`src/sm3_pkg.sv`:
```
// ----------------------------------------------------------------------------
// SM3 package
// Types, constants and round helper functions shared by the SM3 hash block.
// ----------------------------------------------------------------------------
package sm3_pkg;

    localparam int WordW     = 32;
    localparam int WinDepth  = 16;
    localparam int NumRounds = 64;
    localparam int DigWords  = 8;

    localparam logic [31:0] TjLow  = 32'h79CC4519;
    localparam logic [31:0] TjHigh = 32'h7A879D8A;
    localparam logic [31:0] PadWord = 32'h80000000;
    localparam logic [7:0]  PadByte = 8'h80;

    typedef logic [31:0] word_t;
    typedef word_t [7:0] state8_t;

    localparam state8_t Iv = {
        32'hB0FB0E4E, 32'hE38DEE4D, 32'h163138AA, 32'hA96F30BC,
        32'hDA8A0600, 32'h172442D7, 32'h4914B2B9, 32'h7380166F
    };

    typedef enum logic [2:0] {
        ST_IDLE,
        ST_PAD,
        ST_COMP,
        ST_OUT
    } sm3_state_t;

    // control from sequencer to round core
    typedef struct packed {
        logic       load;
        logic       step;
        logic       fold;
        logic       init;
        logic       push;
        word_t      push_word;
        logic [5:0] round;
    } core_ctrl_t;

    function automatic word_t rotl(input word_t x, input logic [4:0] n);
        logic [63:0] d;
        d = {x, x} << n;
        return d[63:32];
    endfunction

    function automatic word_t perm0(input word_t x);
        return x ^ rotl(x, 5'd9) ^ rotl(x, 5'd17);
    endfunction

    function automatic word_t perm1(input word_t x);
        return x ^ rotl(x, 5'd15) ^ rotl(x, 5'd23);
    endfunction

endpackage

```
`src/sm3_hash.sv`:
```
// Non-final words are taken one per cycle while no block is being compressed; a word
// that fills a block starts compression. Final word: padding words one per cycle,
// one or two blocks (64 rounds through the shared round unit plus the fold), then
// the eight digest words, which the receiver can stall.
// Reset: asynchronous; chaining value returns to the SM3 IV, counters clear.
// ----------------------------------------------------------------------------
// SM3 hash top level
// Streams message words in and returns the 256-bit digest as eight words.
// ----------------------------------------------------------------------------
module sm3_hash
    import sm3_pkg::*;
(
    input  logic        clk,
    input  logic        rst_n,
    input  logic        in_valid,
    output logic        in_stall,
    input  logic [31:0] msg_word,
    input  logic [2:0]  valid_bytes,
    input  logic        last_word,
    output logic        out_valid,
    input  logic        out_stall,
    output logic [31:0] digest_word,
    output logic [2:0]  word_index,
    output logic        digest_last
);

    core_ctrl_t ctrl;
    state8_t    cv;

    sm3_ctrl u_ctrl (
        .clk         (clk),
        .rst_n       (rst_n),
        .in_valid    (in_valid),
        .in_stall    (in_stall),
        .msg_word    (msg_word),
        .valid_bytes (valid_bytes),
        .last_word   (last_word),
        .out_valid   (out_valid),
        .out_stall   (out_stall),
        .digest_word (digest_word),
        .word_index  (word_index),
        .digest_last (digest_last),
        .cv          (cv),
        .ctrl        (ctrl)
    );

    sm3_core u_core (
        .clk   (clk),
        .rst_n (rst_n),
        .ctrl  (ctrl),
        .cv    (cv)
    );

endmodule

```
`src/sm3_core.sv`:
```
// ----------------------------------------------------------------------------
// SM3 round core
// Message window with rolling expansion, working registers, one round per
// cycle, and the chaining value.
// ----------------------------------------------------------------------------
module sm3_core
    import sm3_pkg::*;
(
    input  logic       clk,
    input  logic       rst_n,
    input  core_ctrl_t ctrl,
    output state8_t    cv
);

    word_t   win_reg [WinDepth];
    word_t   win_next[WinDepth];
    state8_t r_reg, r_next;
    state8_t cv_reg, cv_next;

    word_t w0, w4, wn, tj, a12, ss1, ss2, ff, gg, tt1, tt2;
    logic  early;

    assign cv = cv_reg;

    always_comb
    begin
        early = (ctrl.round < 6'd16);
        tj    = early ? TjLow : TjHigh;
        w0    = win_reg[0];
        w4    = win_reg[4];
        wn    = perm1(win_reg[0] ^ win_reg[7] ^ rotl(win_reg[13], 5'd15))
                ^ rotl(win_reg[3], 5'd7) ^ win_reg[10];
        a12   = rotl(r_reg[0], 5'd12);
        ss1   = rotl(a12 + r_reg[4] + rotl(tj, ctrl.round[4:0]), 5'd7);
        ss2   = ss1 ^ a12;
        ff    = early ? (r_reg[0] ^ r_reg[1] ^ r_reg[2])
                      : ((r_reg[0] & r_reg[1]) | (r_reg[0] & r_reg[2])
                         | (r_reg[1] & r_reg[2]));
        gg    = early ? (r_reg[4] ^ r_reg[5] ^ r_reg[6])
                      : ((r_reg[4] & r_reg[5]) | (~r_reg[4] & r_reg[6]));
        tt1   = ff + r_reg[3] + ss2 + (w0 ^ w4);
        tt2   = gg + r_reg[7] + ss1 + w0;

        for (int i = 0; i < WinDepth; i++)
            win_next[i] = win_reg[i];
        r_next  = r_reg;
        cv_next = cv_reg;

        if (ctrl.push || ctrl.step)
        begin
            for (int i = 0; i < WinDepth - 1; i++)
                win_next[i] = win_reg[i + 1];
            win_next[WinDepth - 1] = ctrl.push ? ctrl.push_word : wn;
        end
        if (ctrl.load)
            r_next = cv_reg;
        if (ctrl.step)
        begin
            r_next[3] = r_reg[2];
            r_next[2] = rotl(r_reg[1], 5'd9);
            r_next[1] = r_reg[0];
            r_next[0] = tt1;
            r_next[7] = r_reg[6];
            r_next[6] = rotl(r_reg[5], 5'd19);
            r_next[5] = r_reg[4];
            r_next[4] = perm0(tt2);
        end
        if (ctrl.fold)
            cv_next = cv_reg ^ r_reg;
        if (ctrl.init)
            cv_next = Iv;
    end

    always_ff @(posedge clk)
    begin
        for (int i = 0; i < WinDepth; i++)
            win_reg[i] <= win_next[i];
        r_reg <= r_next;
    end

    always_ff @(posedge clk or negedge rst_n)
    begin
        if (!rst_n)
            cv_reg <= Iv;
        else
            cv_reg <= cv_next;
    end

endmodule

```
`src/sm3_ctrl.sv`:
```
// ----------------------------------------------------------------------------
// SM3 sequencer
// Takes message words, counts length, inserts padding, steps the rounds and
// hands out the digest words.
// ----------------------------------------------------------------------------
module sm3_ctrl
    import sm3_pkg::*;
(
    input  logic        clk,
    input  logic        rst_n,
    input  logic        in_valid,
    output logic        in_stall,
    input  logic [31:0] msg_word,
    input  logic [2:0]  valid_bytes,
    input  logic        last_word,
    output logic        out_valid,
    input  logic        out_stall,
    output logic [31:0] digest_word,
    output logic [2:0]  word_index,
    output logic        digest_last,
    input  state8_t     cv,
    output core_ctrl_t  ctrl
);

    sm3_state_t  state_reg, state_next;
    logic [63:0] bits_reg, bits_next;
    logic [3:0]  pos_reg, pos_next;
    logic [6:0]  rnd_reg, rnd_next;
    logic [2:0]  oidx_reg, oidx_next;
    logic        pad_reg, pad_next;      // message ended, padding in progress
    logic        p80_reg, p80_next;      // 0x80 word still owed
    logic        len_reg, len_next;      // length high word written
    logic        fin_reg, fin_next;      // length words written

    logic        acc;
    logic [2:0]  nb;
    word_t       keep, lastw, pw;

    assign acc         = in_valid && !in_stall;
    assign out_valid   = (state_reg == ST_OUT);
    assign digest_word = cv[oidx_reg];
    assign word_index  = oidx_reg;
    assign digest_last = (oidx_reg == 3'd7);

    always_ff @(posedge clk or negedge rst_n)
    begin
        if (!rst_n)
        begin
            state_reg <= ST_IDLE;
            bits_reg  <= '0;
            pos_reg   <= '0;
            rnd_reg   <= '0;
            oidx_reg  <= '0;
            pad_reg   <= 1'b0;
            p80_reg   <= 1'b0;
            len_reg   <= 1'b0;
            fin_reg   <= 1'b0;
        end
        else
        begin
            state_reg <= state_next;
            bits_reg  <= bits_next;
            pos_reg   <= pos_next;
            rnd_reg   <= rnd_next;
            oidx_reg  <= oidx_next;
            pad_reg   <= pad_next;
            p80_reg   <= p80_next;
            len_reg   <= len_next;
            fin_reg   <= fin_next;
        end
    end

    always_comb
    begin
        state_next = state_reg;
        bits_next  = bits_reg;
        pos_next   = pos_reg;
        rnd_next   = rnd_reg;
        oidx_next  = oidx_reg;
        pad_next   = pad_reg;
        p80_next   = p80_reg;
        len_next   = len_reg;
        fin_next   = fin_reg;
        in_stall   = 1'b1;
        ctrl       = '0;
        ctrl.round = rnd_reg[5:0];

        nb = (valid_bytes > 3'd4) ? 3'd4 : valid_bytes;
        case (nb)
            3'd0:    keep = 32'h00000000;
            3'd1:    keep = 32'hFF000000;
            3'd2:    keep = 32'hFFFF0000;
            3'd3:    keep = 32'hFFFFFF00;
            default: keep = 32'hFFFFFFFF;
        endcase
        case (nb)
            3'd0:    lastw = {PadByte, 24'd0};
            3'd1:    lastw = (msg_word & keep) | {8'd0, PadByte, 16'd0};
            3'd2:    lastw = (msg_word & keep) | {16'd0, PadByte, 8'd0};
            3'd3:    lastw = (msg_word & keep) | {24'd0, PadByte};
            default: lastw = msg_word;
        endcase

        if (p80_reg)
            pw = PadWord;
        else if (pos_reg == 4'd14)
            pw = bits_reg[63:32];
        else if (pos_reg == 4'd15 && len_reg)
            pw = bits_reg[31:0];
        else
            pw = '0;

        case (state_reg)
            ST_IDLE:
            begin
                in_stall = 1'b0;
                if (in_valid)
                begin
                    ctrl.push = 1'b1;
                    pos_next  = pos_reg + 4'd1;
                    if (!last_word)
                    begin
                        ctrl.push_word = msg_word;
                        bits_next      = bits_reg + 64'd32;
                    end
                    else
                    begin
                        ctrl.push_word = lastw;
                        bits_next      = bits_reg + {58'd0, nb, 3'd0};
                        pad_next       = 1'b1;
                        p80_next       = (nb == 3'd4);
                    end
                    if (pos_reg == 4'd15)
                    begin
                        ctrl.load  = 1'b1;
                        rnd_next   = '0;
                        state_next = ST_COMP;
                    end
                    else if (last_word)
                        state_next = ST_PAD;
                end
            end
            ST_PAD:
            begin
                ctrl.push      = 1'b1;
                ctrl.push_word = pw;
                pos_next       = pos_reg + 4'd1;
                p80_next       = 1'b0;
                if (pos_reg == 4'd14 && !p80_reg)
                    len_next = 1'b1;
                if (pos_reg == 4'd15 && len_reg)
                    fin_next = 1'b1;
                if (pos_reg == 4'd15)
                begin
                    ctrl.load  = 1'b1;
                    rnd_next   = '0;
                    state_next = ST_COMP;
                end
            end
            ST_COMP:
            begin
                if (rnd_reg == 7'(NumRounds))
                begin
                    ctrl.fold = 1'b1;
                    rnd_next  = '0;
                    if (fin_reg)
                    begin
                        oidx_next  = '0;
                        state_next = ST_OUT;
                    end
                    else if (pad_reg)
                        state_next = ST_PAD;
                    else
                        state_next = ST_IDLE;
                end
                else
                begin
                    ctrl.step = 1'b1;
                    rnd_next  = rnd_reg + 7'd1;
                end
            end
            ST_OUT:
            begin
                if (!out_stall)
                begin
                    oidx_next = oidx_reg + 3'd1;
                    if (oidx_reg == 3'd7)
                    begin
                        ctrl.init  = 1'b1;
                        bits_next  = '0;
                        pos_next   = '0;
                        pad_next   = 1'b0;
                        p80_next   = 1'b0;
                        len_next   = 1'b0;
                        fin_next   = 1'b0;
                        state_next = ST_IDLE;
                    end
                end
            end
            default:
                state_next = ST_IDLE;
        endcase
        if (!acc && state_reg == ST_IDLE)
        begin
            ctrl.push = 1'b0;
            ctrl.load = 1'b0;
        end
    end

endmodule

```
`config.mk`:
```
export PLATFORM = sky130hd
export DESIGN_NAME = sm3_hash
export DESIGN_NICKNAME = d
export VERILOG_FILES = /design/src/sm3_pkg.sv /design/src/sm3_hash.sv /design/src/sm3_core.sv /design/src/sm3_ctrl.sv
export SDC_FILE = /design/constraint.sdc
export NUM_CORES = 2
export LEC_CHECK = 0
export BUFFER_PORTS_ARGS = -buffer_cell sky130_fd_sc_hd__buf_2
export CAP_MARGIN = 15
export CORE_MARGIN = 2
export CORE_UTILIZATION = 50
export DETAILED_ROUTE_END_ITERATION = 10
export PLACE_DENSITY = 0.66
export SYNTH_ARGS = -nofsm -noshare
export SYNTH_HDL_FRONTEND = slang
export SYNTH_HIERARCHICAL = 1
export SYNTH_SLANG_ARGS = --single-unit
```
`constraint.sdc`:
```
create_clock -name clk -period 13.25 [get_ports clk]
set_clock_uncertainty 0.1 [all_clocks]
set_input_delay 1.325 -clock clk [delete_from_list [all_inputs] [get_ports clk]]
set_output_delay 1.325 -clock clk [all_outputs]
set_load 0.02 [all_outputs]
```
==> impl_metrics.prom <==
# TYPE chip_impl_metric gauge
chip_impl_metric{name="wl_per_cell",unit="um"} 28.5
chip_impl_info{name="crit_path_start_kind",value="register"} 1
chip_impl_metric{name="synth_compound_gate_area_share",unit="%"} 9.91
chip_impl_info{name="run_status",value="finished, final reports clean"} 1
chip_impl_metric{name="clock-sinks",unit=""} 1105
chip_impl_info{name="setup.worst_path.end",value="u_core/a12[11]"} 1
chip_impl_metric{name="cts_hold_repair.buffers",unit=""} 0
chip_impl_metric{name="ys_warn_count",unit=""} 6
chip_impl_metric{name="std_cell_rows",unit=""} 127
chip_impl_metric{name="yosys.area_share.xor_xnor",unit="%"} 8.20
chip_impl_metric{name="muxShareOfSynthArea",unit="%"} 8.27
chip_impl_metric{name="fin_setup_tns",unit="ns"} 0
chip_impl_metric{name="overflow",unit=""} 0
chip_impl_metric{name="crit_path_max_fanout",unit=""} 89
chip_impl_info{name="timing.critical_path.from",value="u_ctrl/rnd_reg[4]"} 1
chip_impl_metric{name="ant_nets",unit=""} 0
chip_impl_metric{name="initial_cell_density_of_the_core",unit="%"} 50.5
chip_impl_metric{name="finish_stage_setup_viols",unit=""} 0
chip_impl_info{name="slowest_stage",value="sky130_fd_sc_hd__fa_1"} 1
chip_impl_metric{name="die_span_x",unit="um"} 352
chip_impl_info{name="timing.critical_path.mode_cell",value="sky130_fd_sc_hd__a21oi_1"} 1
chip_impl_metric{name="synth.top_cell.area_share",unit="%"} 38.0
chip_impl_metric{name="timing.max_slew.rel_slack",unit="%"} 25.1
chip_impl_info{name="yosys.cell_count.top_type",value="sky130_fd_sc_hd__edfxtp_1"} 1
chip_impl_info{name="tritoncts",value="yes"} 1
chip_impl_metric{name="yosys.cell_types.count",unit=""} 99
chip_impl_metric{name="ys_async_sr_fraction",unit="%"} 30.5
chip_impl_metric{name="grt_start_max_net_pins",unit=""} 199
chip_impl_metric{name="nNetsFinal",unit=""} 5422
chip_impl_metric{name="design_area",unit="um2"} 66600
chip_impl_info{name="synth.cells.most_frequent",value="768 x sky130_fd_sc_hd__edfxtp_1, 396 x sky130_fd_sc_hd__nand2_1, 350 x sky130_fd_sc_hd__a21oi_1"} 1
chip_impl_metric{name="tightestPinTransition",unit="ns"} 1.12
chip_impl_metric{name="vias",unit=""} 40898
chip_impl_info{name="dominantRegCellSynth",value="sky130_fd_sc_hd__edfxtp_1"} 1
chip_impl_metric{name="hpwl",unit="um"} 143000
chip_impl_metric{name="critPathMaxStageDelay",unit="ns"} 0.53
chip_impl_info{name="synth_area_leader_cell",value="sky130_fd_sc_hd__edfxtp_1"} 1
chip_impl_info{name="rsz0062_at_grt",value="no"} 1
chip_impl_metric{name="synth_adder_area_share",unit="%"} 8.50
chip_impl_metric{name="maxCapViolCount",unit=""} 0
chip_impl_metric{name="worst-r2r-cell-count",unit=""} 38
chip_impl_info{name="rr_startpoint",value="u_ctrl/rnd_reg[4]"} 1
chip_impl_metric{name="mapped_nets",unit=""} 5431
chip_impl_metric{name="worst_path_required",unit="ns"} 13.63
chip_impl_metric{name="reg2reg_slack",unit="ns"} 2.68
chip_impl_metric{name="sequential_cell_area_fraction_in_the_yosys_report",unit="%"} 52.1
chip_impl_metric{name="finalHoldViolations",unit=""} 0
chip_impl_metric{name="arrival",unit="ns"} 10.95
chip_impl_metric{name="placement.cell_area",unit="um2"} 62600
chip_impl_info{name="regToRegEndpoint",value="u_core/a12[11]"} 1
chip_impl_info{name="min_path_type",value="reg2reg"} 1
chip_impl_metric{name="synthesis.area",unit="um2"} 60700
chip_impl_metric{name="drv_slew",unit=""} 0
chip_impl_metric{name="synth_simple_gate_area_share",unit="%"} 9.39
chip_impl_metric{name="clock_latency",unit="ns"} 0.78
chip_impl_metric{name="achievable-frequency",unit="MHz"} 94.7
chip_impl_info{name="critical_path_class",value="reg2reg"} 1
chip_impl_info{name="cpLargestDelayFamily",value="compound AO/OA/AOI/OAI gates"} 1
chip_impl_metric{name="routabilityCongestion",unit=""} 1.01
chip_impl_metric{name="global_route_wire_length_before_repair",unit="um"} 279000
chip_impl_metric{name="drt-total-wl",unit="um"} 194000
chip_impl_metric{name="chipHeight",unit="um"} 352
chip_impl_metric{name="buffers_plus_inverters_on_the_worst_setup_path",unit=""} 7
chip_impl_metric{name="post_route_cells_drive_above_1_share",unit="%"} 15.4
chip_impl_metric{name="first_global_vias",unit=""} 39172
chip_impl_metric{name="timing.final.ws_setup",unit="ns"} 2.68
chip_impl_metric{name="io_buffer_count",unit=""} 77
chip_impl_metric{name="fp.dieArea",unit="um2"} 124000
chip_impl_metric{name="drc_errors",unit=""} 0
chip_impl_metric{name="drt_iter0_drc",unit=""} 4673
chip_impl_info{name="cts_root_buf",value="sky130_fd_sc_hd__clkbuf_16"} 1
chip_impl_metric{name="post_cts.resized_instances",unit=""} 0
chip_impl_metric{name="grt_util_all_layers",unit="%"} 30.9
chip_impl_metric{name="largest_reg_flops",unit=""} 512
chip_impl_metric{name="post_cts.repair.setup_buffers",unit=""} 0
chip_impl_metric{name="cts_inserted_buffers",unit=""} 116
chip_impl_metric{name="final_min_period_over_clock_period",unit="%"} 79.7
chip_impl_info{name="critical_path.endpoint_type",value="register"} 1
chip_impl_metric{name="syn-mean-instance-area",unit="um2"} 11.9
chip_impl_metric{name="cts-htree-levels",unit=""} 3
chip_impl_metric{name="postSynthRegisterBits",unit=""} 1105
chip_impl_metric{name="postSynthCellCount",unit=""} 5092
chip_impl_metric{name="timing.final.crit_period",unit="ns"} 10.57
chip_impl_metric{name="clk_transition_reported_paths",unit="ns"} 0.07
chip_impl_metric{name="critical_path_cell_count",unit=""} 38
chip_impl_metric{name="io_pins",unit=""} 78
chip_impl_metric{name="antenna_found_initial",unit=""} 6
chip_impl_metric{name="fp.coreArea",unit="um2"} 120000
chip_impl_info{name="largest_family_of_logic_cells_by_synthesized_area",value="compound AO/OA/AOI/OAI gates"} 1
chip_impl_metric{name="post_drt_via_cell_ratio",unit=""} 6.01
chip_impl_metric{name="syn_to_final_growth",unit="%"} 9.63
chip_impl_metric{name="placement.setup.worst_slack",unit="ns"} 2.75
chip_impl_info{name="yosys-top-cells-area",value="sky130_fd_sc_hd__edfxtp_1 38%, sky130_fd_sc_hd__dfrtp_1 9.0%, sky130_fd_sc_hd__fa_1 6.2%"} 1
chip_impl_metric{name="drtPass1Iterations",unit=""} 6
chip_impl_metric{name="number_of_flops_mapped_to_enable_cells_by_yosys",unit=""} 768
chip_impl_metric{name="clock_tree.buffer_depth",unit=""} 3
cells in the final DEF (no fill, tap or decap), drive strengths merged, types with 19 or more instances in the layout:
master	netlist	final
a211oi	19	19
a21o	49	49
a21oi	353	353
a22oi	32	32
a31oi	22	22
and3	134	134
buf	44	123
clkbuf	206	154
clkinv	4	47
dfrtp	218	218
dfstp	119	119
edfxtp	768	768
fa	189	189
ha	110	110
inv	316	319
mux2	267	267
mux2i	57	57
mux4	64	64
nand2	396	396
nand2b	30	30
nand3	80	80
nand4	58	58
nor2	336	336
nor3	58	58
o21a	20	20
o21ai	220	220
o21bai	129	129
o31ai	21	21
or3	31	31
xnor2	296	296
xor2	243	243
worst min-delay path by stage:
stage                              to                    from  slack (ns)  cells past startpoint
3_5_place_dp     u_core/win_reg[0][0]   u_core/win_reg[0][32]        0.30                      0
6_report        u_core/win_reg[0][24]   u_core/win_reg[0][56]        0.30                      0
4_1_cts        u_core/win_reg[1][108]  u_core/win_reg[1][140]        0.30                      0
3_3_place_gp   u_core/win_reg[0][187]  u_core/win_reg[0][219]        0.30                      0
5_1_grt        u_core/win_reg[1][221]  u_core/win_reg[1][253]        0.31                      0
2_1_floorplan    u_core/win_reg[0][0]   u_core/win_reg[0][32]        0.30                      0
layer usage:
metal / global-route usage, % / routed length (um) / up-vias
li1: - / - / 18092
met1: 41.0 / 79200 / 20924
met2: 49.0 / 89600 / 1538
met3: 5.59 / 13600 / 344
met4: 15.4 / 11200 / 0
met5: 0 / 0 / -
metrics by stage:
step | hold slack (ns) | instances | util [%]
detailed placement | 0.305 | 6577 | 52.1
finish | 0.301 | 6800 | 55.4
global placement | 0.300 | 6576 | 52.1
floorplan | 0.300 | 5092 | -
global route | 0.315 | 6796 | 55.4
CTS | 0.303 | 6796 | 55.4
cell families after synthesis:
group | after synthesis
and+or+nand+nor | 1214
DFF | 1105
buffers and inverters | 570
adders and majority gates | 299
xor gates and xnor gates | 550
muxes | 388
AOI/OAI and AO/OA | 966
layout make-up:
cell class	count	area, um2
Timing Repair Buffer	123	803
Antenna cell	4	10.0
Sequential cell	1105	31700
Clock inverter	65	758
Inverter	320	1220
Tap cell	1612	2020
Fill cell	10235	53600
Clock buffer	154	3180
Multi-Input combinational cell	3417	26900
Power is not shown: default switching activity piles up to over one toggle a cycle in this logic, so the estimate is an artifact.
